<file path="config.mk">
export PLATFORM = sky130hd
export DESIGN_NAME = pph_bin_calc
export DESIGN_NICKNAME = d
export VERILOG_FILES = /design/src/hw/rtl/pph_pkg.sv /design/src/hw/rtl/pph_bin_calc.sv
export SDC_FILE = /design/constraint.sdc
export NUM_CORES = 1
export LEC_CHECK = 0
export CORE_UTILIZATION = 55
export DETAILED_ROUTE_END_ITERATION = 7
export DONT_BUFFER_PORTS = 1
export PLACE_DENSITY = 0.74
export SYNTH_ARGS = -nofsm -noshare
export SYNTH_HDL_FRONTEND = slang
export SYNTH_SLANG_ARGS = --single-unit
export TNS_END_PERCENT = 10
</file>
<file path="constraint.sdc">
create_clock -name vclk -period 26.9
set_clock_uncertainty 0.05 [all_clocks]
set_input_delay 5.38 -clock vclk [all_inputs]
set_output_delay 5.38 -clock vclk [all_outputs]
set_load 0.01 [all_outputs]
</file>
<file path="src/hw/rtl/pph_pkg.sv">
// ----------------------------------------------------------------------------
// pph_pkg
// Shared types, constants and helpers for the pixel pair distance histogram.
// ----------------------------------------------------------------------------
package pph_pkg;

  // Counter and histogram geometry
  localparam int unsigned COUNT_WIDTH = 32;
  localparam int unsigned NUM_BINS    = 2000;
  localparam int unsigned BIN_W       = $clog2(NUM_BINS);
  localparam int unsigned OUT_COUNT_W = 32;

  // Input field widths
  localparam int unsigned X_W    = 10;
  localparam int unsigned Y_W    = 11;
  localparam int unsigned CFG_W  = 11;
  localparam int unsigned CIDX_W = 2;

  // Bin index strides
  localparam int unsigned DX_STRIDE = 100;
  localparam int unsigned DY_STRIDE = 10;

  // Window limits, expressed before the divisions by 2 and by 5
  localparam int unsigned DX_SUM_MIN = 2;   // dx = 1
  localparam int unsigned DX_SUM_MAX = 39;  // dx = 19
  localparam int unsigned DV5_MIN    = 5;   // quotient 1
  localparam int unsigned DV5_MAX    = 49;  // quotient 9

  // Operation codes
  localparam logic OP_ACCUM = 1'b0;
  localparam logic OP_READ  = 1'b1;

  // Register indexes
  localparam logic [CIDX_W-1:0] REG_LEFT_WIDTH    = 2'd0;
  localparam logic [CIDX_W-1:0] REG_SPACING       = 2'd1;
  localparam logic [CIDX_W-1:0] REG_LEFT_XHEIGHT  = 2'd2;
  localparam logic [CIDX_W-1:0] REG_RIGHT_XHEIGHT = 2'd3;

  // Configuration register set
  typedef struct packed {
    logic [X_W-1:0]          left_width;
    logic signed [CFG_W-1:0] letter_spacing;
    logic [X_W-1:0]          left_xheight;
    logic [X_W-1:0]          right_xheight;
  } cfg_t;

  // Bin lookup result
  typedef struct packed {
    logic             hit;
    logic [BIN_W-1:0] bin;
  } bin_res_t;

  // Histogram memory request
  typedef struct packed {
    logic                   re;
    logic [BIN_W-1:0]       raddr;
    logic                   we;
    logic [BIN_W-1:0]       waddr;
    logic [COUNT_WIDTH-1:0] wdata;
  } mem_req_t;

  // Sequencer states
  typedef enum logic [3:0] {
    ST_CLEAR  = 4'b0001,
    ST_IDLE   = 4'b0010,
    ST_LOOKUP = 4'b0100,
    ST_UPDATE = 4'b1000
  } state_e;

  // v / 5 for v < 64 by reciprocal multiply (13/64)
  function automatic logic [3:0] div5(input logic [5:0] v);
    logic [11:0] p;
    p = 12'(v) * 12'(13);
    return p[9:6];
  endfunction

  // Counter value to the 32-bit result field (zero extend or truncate)
  function automatic logic [OUT_COUNT_W-1:0] to_out_count(
      input logic [COUNT_WIDTH-1:0] v);
    logic [COUNT_WIDTH+OUT_COUNT_W-1:0] e;
    e = (COUNT_WIDTH + OUT_COUNT_W)'(v);
    return e[OUT_COUNT_W-1:0];
  endfunction

endpackage

</file>
<file path="src/hw/rtl/pph_bin_calc.sv">
// ----------------------------------------------------------------------------
// pph_bin_calc
// Maps one pixel pair to its histogram bin and flags whether it counts.
// ----------------------------------------------------------------------------
module pph_bin_calc (
  input  pph_pkg::cfg_t                  cfg_i,
  input  logic [pph_pkg::X_W-1:0]        left_x_i,
  input  logic signed [pph_pkg::Y_W-1:0] left_y_i,
  input  logic [pph_pkg::X_W-1:0]        right_x_i,
  input  logic signed [pph_pkg::Y_W-1:0] right_y_i,
  output pph_pkg::bin_res_t              res_o
);

  logic              y_ok;
  logic signed [12:0] dx_sum;
  logic              dx_ok;
  logic [10:0]       y_diff;
  logic [9:0]        dy_abs;
  logic              dy_ok;
  logic [10:0]       y_sum;
  logic [9:0]        y_half;
  logic              ya_ok;
  logic [4:0]        dx;
  logic [3:0]        dy;
  logic [3:0]        ya;

  // Both y must be non-negative and within their glyph's x-height
  assign y_ok = !left_y_i[pph_pkg::Y_W-1] && !right_y_i[pph_pkg::Y_W-1] &&
                (left_y_i[pph_pkg::X_W-1:0]  <= cfg_i.left_xheight) &&
                (right_y_i[pph_pkg::X_W-1:0] <= cfg_i.right_xheight);

  // Horizontal distance; negative sums never land in the window
  assign dx_sum = $signed({3'b000, right_x_i}) - $signed({3'b000, left_x_i}) +
                  $signed({3'b000, cfg_i.left_width}) +
                  $signed({{2{cfg_i.letter_spacing[pph_pkg::CFG_W-1]}},
                           cfg_i.letter_spacing});
  assign dx_ok  = !dx_sum[12] &&
                  (dx_sum[11:0] >= 12'(pph_pkg::DX_SUM_MIN)) &&
                  (dx_sum[11:0] <= 12'(pph_pkg::DX_SUM_MAX));
  assign dx     = dx_sum[5:1];

  // Vertical distance magnitude
  assign y_diff = {1'b0, right_y_i[pph_pkg::X_W-1:0]} -
                  {1'b0, left_y_i[pph_pkg::X_W-1:0]};
  assign dy_abs = y_diff[10] ? 10'(-y_diff) : y_diff[9:0];
  assign dy_ok  = (dy_abs >= 10'(pph_pkg::DV5_MIN)) &&
                  (dy_abs <= 10'(pph_pkg::DV5_MAX));
  assign dy     = pph_pkg::div5(dy_abs[5:0]);

  // Mean height, floored (both y are non-negative here)
  assign y_sum  = {1'b0, right_y_i[pph_pkg::X_W-1:0]} +
                  {1'b0, left_y_i[pph_pkg::X_W-1:0]};
  assign y_half = y_sum[10:1];
  assign ya_ok  = (y_half >= 10'(pph_pkg::DV5_MIN)) &&
                  (y_half <= 10'(pph_pkg::DV5_MAX));
  assign ya     = pph_pkg::div5(y_half[5:0]);

  // Bin index
  always_comb begin
    res_o.hit = y_ok && dx_ok && dy_ok && ya_ok;
    res_o.bin = pph_pkg::BIN_W'(dx) * pph_pkg::BIN_W'(pph_pkg::DX_STRIDE) +
                pph_pkg::BIN_W'(dy) * pph_pkg::BIN_W'(pph_pkg::DY_STRIDE) +
                pph_pkg::BIN_W'(ya);
  end

endmodule

</file>
# After elaboration in Yosys (flattened, before gate mapping)
# Cells that the tools add are included.
[word_totals] ff_bits=0 inputBits=83 out_inout_bits=12 wordCells=34
[classes] n_addsub=8 n_mul=4 n_lt_le_gt_ge=8 n_mux=1 reduce_logical=13
[ops] cell="$sub A10 B10 Y11" n=2
[ops] cell="$ge A10 B3 Y1 const B" n=2
[ops] cell="$le A10 B10 Y1" n=2
[ops] cell="$le A10 B6 Y1 const B" n=2
[ops] cell="$mul A6 B4 Y10 const B" n=2
[ops] cell="$add A12 B11 Y13" n=1
[ops] cell="$add A11 B11 Y12" n=1
[ops] cell="$ge A12 B2 Y1 const B" n=1
[ops] cell="$le A12 B6 Y1 const B" n=1
[ops] cell="$add A10 B10 Y11" n=1
[ops] cell="$add A11 B4 Y11" n=1
[ops] cell="$add A11 B8 Y11" n=1
[ops] cell="$logic_and A1 B1 Y1" n=10
[ops] cell="$mux W10" n=1
[ops] cell="$neg A10 Y10" n=1
[ops] cell="$mul A5 B5 Y9 const B" n=1
[ops] cell="$mul A4 B3 Y7 const B" n=1
[ops] cell="$logic_not A1 Y1" n=3

# Depth between registers and ports, before layout
# Gate-level depths: netlist of run 1.
[depth] depth_word=9 depth_mapped=37 ltp_nobuf=37

# Least setup slack after synthesis of run 1
# Ideal clock, no wire load.
[synth_path] path_kind="input port to output port" start="input port right_y_i[0] (netlist name)" end="output port res_o[10] (netlist name)" arrival_ns=12.105 t_required_ns=21.470 slack_ns=9.365 cell_stages=37 n_path_buf=0 path_cell_list="inv_1 ha_1 inv_1 fa_1 a21o_1 and4_4 o211a_1 nor2b_1 o21ai_0 xnor2_1 inv_1 ha_1 inv_1 fa_1 inv_1 ha_1 and3b_1 nor2b_1 a21oi_1 o21a_1 a311oi_2 a21oi_2 o21bai_2 xor2_2 ha_1 ha_1 fa_1 ha_1 ha_1 inv_1 nor2_1 nor2_1 nor2b_1 o21a_1 o21ai_0 a21oi_1 xnor2_1"
[synth_rtl] element="from (decl)" line="pph_bin_calc.sv:10" source="input logic signed [pph_pkg::Y_W-1:0] right_y_i,"
[synth_rtl] element="to (decl)" line="pph_bin_calc.sv:11" source="output pph_pkg::bin_res_t res_o"

==> results of run 1 <==
-- cell usage after synthesis, types with 2 or more instances --
cell type,count
or2_1,2
xnor2_1,34
a21oi_1,38
mux2i_1,2
nand3_1,10
a31oi_1,4
fa_1,23
ha_1,137
a21o_1,9
buf_6,3
o31ai_1,2
and2_1,2
a211oi_1,6
clkbuf_1,3
o21a_1,6
nand4_1,10
inv_1,132
o21bai_1,7
o2111ai_1,3
or4_1,2
xor2_1,15
nand2_1,19
a41oi_1,2
a22oi_1,2
o21ai_1,2
nor2b_1,9
a21boi_0,2
nor2_1,22
o21ai_0,19
a31o_2,2
a2111oi_0,2
nor3_1,5
nand2b_1,9
nor4_1,3
-- area by class of cell --
| cell class | instances | area [sq um] |
|---|---|---|
| Tap cell | 102 | 128 |
| Inverter | 132 | 495 |
| Fill cell | 739 | 3230 |
| Multi-Input combinational cell | 433 | 3960 |
-- cell families (layout without fill, tap and decap cells) --
kind of cell               count (synthesis)  after routing  synth area share (%)
xor gates and xnor gates                  50             50                  9.90
and+or+nand+nor                          103            103                  12.2
muxes                                      2              2                 0.445
AOI/OAI and AO/OA                        118            118                  17.1
adders and majority gates                160            160                  48.3
buffers and inverters                    138            132                  12.0
-- worst paths after layout --
check	from	to	slack, ns	depth (start not counted)
max	right_y_i[0]	res_o[10]	8.77	36
min	right_y_i[10]	res_o[11]	11.19	7
-- layer usage --
layer | global-route usage, % | part of all wire [%]
met4 | 3.39 | 1.5
met3 | 1.64 | 3.6
met2 | 37.8 | 50
met5 | 0 | 0
met1 | 24.0 | 45
-- stage by stage --
step / worst slack, ns / cells / hold slack [ns] / cell area, sq um
2_1_floorplan: 9.36 / 571 / 11.09 / 4500
3_3_place_gp: 9.06 / 667 / 11.19 / 4580
3_5_place_dp: 8.81 / 667 / 11.20 / 4580
4_1_cts: 8.79 / 667 / 11.20 / 4580
5_1_grt: 8.29 / 667 / 11.24 / 4580
6_report: 8.77 / 667 / 11.19 / 4580
==> impl_metrics.json, run 1 <==
{
  "clock_buffers": 0,
  "drc": 0,
  "wl_per_cell_um": 13.0,
  "syn_nets": 814,
  "hpwl_mm": 7.86,
  "drt-initial-drc-count": 81,
  "arrival_ns": 12.70,
  "register_area_sq_um": 0,
  "min_period_over_period_pct": 67.4,
  "syn_inst": 571,
  "slew_violations": 0,
  "antenna_left": 0,
  "viasPerCell": 5.56,
  "synth_cell_types": 57,
  "hold_viol": 0,
  "path_buf_inv": 7,
  "fmax_ghz": 0.0551,
  "max_stage_delay_ns": 0.49,
  "portBuffers": 0,
  "drive_above_1_share_pct": 1.77,
  "ys_warn_count": 0,
  "period_minus_slack_ns": 18.13,
  "num_antenna_cells": 0,
  "cts_hold_buf": 0,
  "cts_resized": 0,
  "cp-start-kind": "input port",
  "die_x_um": 92.4,
  "worst_slew_pin_slew_ns": 0.664,
  "layout_common_cells": "ha_1 (137), inv_1 (132), a21oi_1 (38)",
  "gr-total-overflow": 0,
  "critPathCaptureType": "output pin",
  "tns_ns": 0,
  "dr.pass1.iters": 4,
  "syn_avg_cell_area_sq_um": 7.88,
  "rsz0062_at_grt": "no",
  "hold_path_class": "input port to output pin",
  "crit_fanout": 5,
  "die_h_um": 92.4,
  "synth.area.top_cells": "ha_1 (38%), inv_1 (11%), fa_1 (10%)",
  "cts_post_setup_buffers_inserted": 0,
  "syn_to_final_growth_pct": 1.84,
  "vias": 3707,
  "num_rows": 32,
  "netlist_area_sq_um": 4500,
  "grt_pass1_wl_mm": 14.4,
  "grt_max_degree": 11,
  "status": "finished clean",
  "nNetsFinal": 810,
  "worstSetupPathType": "input port to output pin",
  "slew_headroom_pct": 55.4,
  "seq_cell_count": 0,
  "antenna_found_initial": 0,
  "io-pin-count": 95,
  "setup_viol": 0,
  "critPathTopFamily": "adder cells",
  "cap_violations": 0,
  "die-area_sq_um": 8540,
  "core_sq_um": 7810,
  "grt_use_total_pct": 19.8,
  "grt_pass1_vias": 3512,
  "yosysSeqAreaShare_pct": 0,
  "yosysTopAreaCell": "ha_1",
  "required_ns": 21.47,
  "fin_util_pct": 58.7,
  "synth_top_cell_area_share_pct": 38.1,
  "gp_congestion": 0.920,
  "start_util_pct": 57.6,
  "worst_path_max_delay_cell": "fa_1",
  "layout_commonest_cell": "ha_1",
  "routed_wl_mm": 8.64,
  "cpMostUsedCell": "ha_1"
}
Power of run 1 is left out: the tool's default activity adds up to more than one toggle a clock period on the data nets, which glitch-free logic cannot reach.
==> run 2, diff against run 1 <==
==> constraint.sdc (replaced) <==
create_clock -name vclk -period 17.9
set_clock_uncertainty 0.05 [all_clocks]
set_input_delay 3.58 -clock vclk [all_inputs]
set_output_delay 3.58 -clock vclk [all_outputs]
set_load 0.01 [all_outputs]
==> impl_metrics.json, run 2 (same netlist as run 1, synthesis figures left out) <==
{
  "status": "finished clean",
  "die_x_um": 92.4,
  "register_area_sq_um": 0,
  "die-area_sq_um": 8540,
  "hold_path_class": "input port to output pin",
  "required_ns": 14.27,
  "cts_post_setup_buffers_inserted": 0,
  "layout_common_cells": "ha_1 (137), inv_1 (132), a21oi_1 (38)",
  "crit_fanout": 5,
  "tns_ns": 0,
  "hpwl_mm": 7.83,
  "layout_commonest_cell": "ha_1",
  "cts_resized": 0,
  "core_sq_um": 7810,
  "vias": 3689,
  "portBuffers": 0,
  "syn_to_final_growth_pct": 1.84,
  "num_rows": 32,
  "min_period_over_period_pct": 81.1,
  "drive_above_1_share_pct": 1.77,
  "layout_setup_ws_ns": 3.39,
  "routed_wl_mm": 8.56,
  "cpMostUsedCell": "ha_1",
  "grt_pass1_vias": 3543,
  "gp_congestion": 0.919,
  "io-pin-count": 95,
  "viasPerCell": 5.53,
  "hold_viol": 0,
  "dr.pass1.iters": 4,
  "grt_use_total_pct": 20.0,
  "grt_max_degree": 11,
  "die_h_um": 92.4,
  "worst_slew_pin_slew_ns": 0.681,
  "critPathCaptureType": "output pin",
  "slew_headroom_pct": 54.2,
  "drt-initial-drc-count": 125,
  "cp-start-kind": "input port",
  "max_stage_delay_ns": 0.49,
  "antenna_found_initial": 0,
  "num_antenna_cells": 0,
  "arrival_ns": 10.88,
  "fmax_ghz": 0.0689,
  "worstSetupPathType": "input port to output pin",
  "grt_pass1_wl_mm": 14.6,
  "period_minus_slack_ns": 14.51,
  "gr-total-overflow": 0,
  "wl_per_cell_um": 12.8,
  "worst_path_max_delay_cell": "fa_1",
  "dp_slack_ns": 3.43,
  "seq_cell_count": 0,
  "start_util_pct": 57.6,
  "nNetsFinal": 810,
  "cap_violations": 0,
  "setup_viol": 0,
  "clock_buffers": 0,
  "cts_hold_buf": 0,
  "antenna_left": 0,
  "slew_violations": 0,
  "drc": 0,
  "rsz0062_at_grt": "no"
}
-- run 2: path summary, 6_finish.rpt --
path	from	end	slack, ns	depth (start not counted)
min	right_y_i[10]	res_o[11]	7.58	7
max	right_y_i[0]	res_o[10]	3.39	36
-- run 2: routing by layer --
metal / routed length, um / GRT usage (%) / up-vias
met5: 0 / 0 / -
met4: 108 / 2.60 / 0
met3: 335 / 1.81 / 8
met2: 4260 / 38.1 / 94
met1: 3860 / 24.6 / 1673
li1: - / - / 1914
-- run 2: layout make-up --
cell class         instances  area (sq um)
fillers                  736          3230
multi-input cells        433          3960
inverters                132           495
well taps                102           128
-- run 2: critical path, delay by kind of cell --
kind	cells	cell delay [ns]
xor gates and xnor gates	3	0.85
buffers and inverters	7	0.45
and+or+nand+nor	5	0.66
adders and majority gates	11	3.49
AOI/OAI and AO/OA	10	1.85
-- run 2: metrics by stage --
step	hold slack, ns	cell area, sq um	utilization [%]	std cells
finish	7.58	4580	58.7	667
global route	7.63	4580	58.7	667
CTS	7.60	4580	58.7	667
detailed placement	7.59	4580	58.7	667
global placement	7.59	4580	58.7	667
floorplan	7.49	4500	-	571
Power of run 2 is left out for the same reason.
==> run 3, diff against run 2 <==
--- a/config.mk
+++ b/config.mk
@@ -5,10 +5,11 @@
 export SDC_FILE = /design/constraint.sdc
 export NUM_CORES = 1
 export LEC_CHECK = 0
+export ABC_AREA = 1
 export CORE_UTILIZATION = 55
 export DETAILED_ROUTE_END_ITERATION = 7
 export DONT_BUFFER_PORTS = 1
-export PLACE_DENSITY = 0.74
+export PLACE_DENSITY = 0.77
 export SYNTH_ARGS = -nofsm -noshare
 export SYNTH_HDL_FRONTEND = slang
 export SYNTH_SLANG_ARGS = --single-unit
==> constraint.sdc (replaced) <==
create_clock -name vclk -period 12.6
set_clock_uncertainty 0.05 [all_clocks]
set_input_delay 2.52 -clock vclk [all_inputs]
set_output_delay 2.52 -clock vclk [all_outputs]
set_load 0.01 [all_outputs]
==> impl_metrics.json, run 3 <==
{
  "cts_post_setup_buffers_inserted": 0,
  "dr.pass1.iters": 4,
  "start_util_pct": 58.0,
  "cap_violations": 0,
  "synth.area.top_cells": "ha_1 (35%), inv_1 (13%), nand2_1 (9.7%)",
  "vias": 4235,
  "yosysMostFrequentCell": "inv_1",
  "num_rows": 33,
  "dp_slack_ns": 1.18,
  "dpl.cell_count": 815,
  "hold_viol": 0,
  "status": "finished clean",
  "setup_viol": 0,
  "ys_warn_count": 0,
  "layout_commonest_cell": "inv_1",
  "yosysSeqAreaShare_pct": 0,
  "antenna_found_initial": 0,
  "min_period_over_period_pct": 90.4,
  "grt_pass1_wl_mm": 16.0,
  "max_stage_delay_ns": 0.50,
  "io-pin-count": 95,
  "arrival_ns": 8.82,
  "num_antenna_cells": 0,
  "syn_to_final_growth_pct": 2.24,
  "clock_buffers": 0,
  "drc": 0,
  "wl_per_cell_um": 11.5,
  "yosysTopAreaCell": "ha_1",
  "synth_cell_types": 37,
  "grt_max_degree": 10,
  "worst_slew_pin_slew_ns": 0.447,
  "cts_resized": 0,
  "drt-initial-drc-count": 107,
  "cpMostUsedCell": "ha_1",
  "drive_above_1_share_pct": 4.93,
  "tns_ns": 0,
  "register_area_sq_um": 0,
  "gp_congestion": 0.894,
  "viasPerCell": 5.20,
  "rsz0062_at_grt": "no",
  "fill_cells": 833,
  "slew_headroom_pct": 70.2,
  "portBuffers": 0,
  "antenna_left": 0,
  "grt_pass1_vias": 4099,
  "yosys-top-cells-count": "inv_1 (168), ha_1 (137), nand2_1 (125)",
  "required_ns": 10.03,
  "syn_inst": 712,
  "cts_hold_buf": 0,
  "netlist_area_sq_um": 4860,
  "hpwl_mm": 8.73,
  "dpl-instance-area_sq_um": 4970,
  "slew_violations": 0,
  "layout_setup_ws_ns": 1.21,
  "final_area_sq_um": 4970,
  "finalNonFillerCells": 815,
  "seq_cell_count": 0,
  "syn_avg_cell_area_sq_um": 6.83,
  "core_sq_um": 8380,
  "die-area_sq_um": 9220,
  "worst_path_max_delay_cell": "fa_1",
  "die_h_um": 96,
  "gr-total-overflow": 0,
  "crit_fanout": 6,
  "die_x_um": 96,
  "cp-start-kind": "input port",
  "period_minus_slack_ns": 11.39,
  "critPathCaptureType": "output pin",
  "synth_top_cell_area_share_pct": 35.3,
  "hold_path_class": "input port to output pin",
  "syn_nets": 955,
  "nNetsFinal": 955,
  "layout_common_cells": "inv_1 (168), ha_1 (137), nand2_1 (125)",
  "fmax_ghz": 0.0878,
  "routed_wl_mm": 9.38,
  "worstSetupPathType": "input port to output pin",
  "grt_use_total_pct": 20.9
}
## run 3: cells by family after synthesis
group,after synthesis,share of synthesized area (%)
AOI/OAI and AO/OA,90,11.1
xor gates and xnor gates,37,6.67
adders and majority gates,160,44.7
buffers and inverters,177,14.1
and+or+nand+nor,248,23.4
## run 3: routing by layer
metal / global-route usage (%) / wire (um) / vias up
met2: 40.8 / 4750 / 94
met4: 3.73 / 129 / 0
met1: 24.5 / 4160 / 1870
met5: 0 / 0 / -
met3: 1.90 / 351 / 10
li1: - / - / 2261
## run 3: worst paths after layout
check	start	depth (start not counted)	to
worst min-delay path	cfg_i[30]	7	res_o[11]
worst max-delay path	right_y_i[0]	35	res_o[10]
## run 3: per-stage QoR
stage	utilization, %	hold WS (ns)
global placement	59.3	5.47
finish	59.3	5.47
CTS	59.3	5.48
global route	59.3	5.54
detailed placement	59.3	5.47
floorplan	-	5.41
## run 3: final cells by class
cell class	count	area, sq um	share of cell area (%)
well taps	105	131	2.64
inverters	175	662	13.3
multi-input cells	535	4180	84.0
## run 3: critical path: cells and delay by family
kind / cells / cell delay [ns]
AOI/OAI and AO/OA: 6 / 1.11
xor gates and xnor gates: 2 / 0.42
adders and majority gates: 11 / 3.49
buffers and inverters: 7 / 0.45
and+or+nand+nor: 9 / 0.78
Power of run 3 is left out for the same reason.
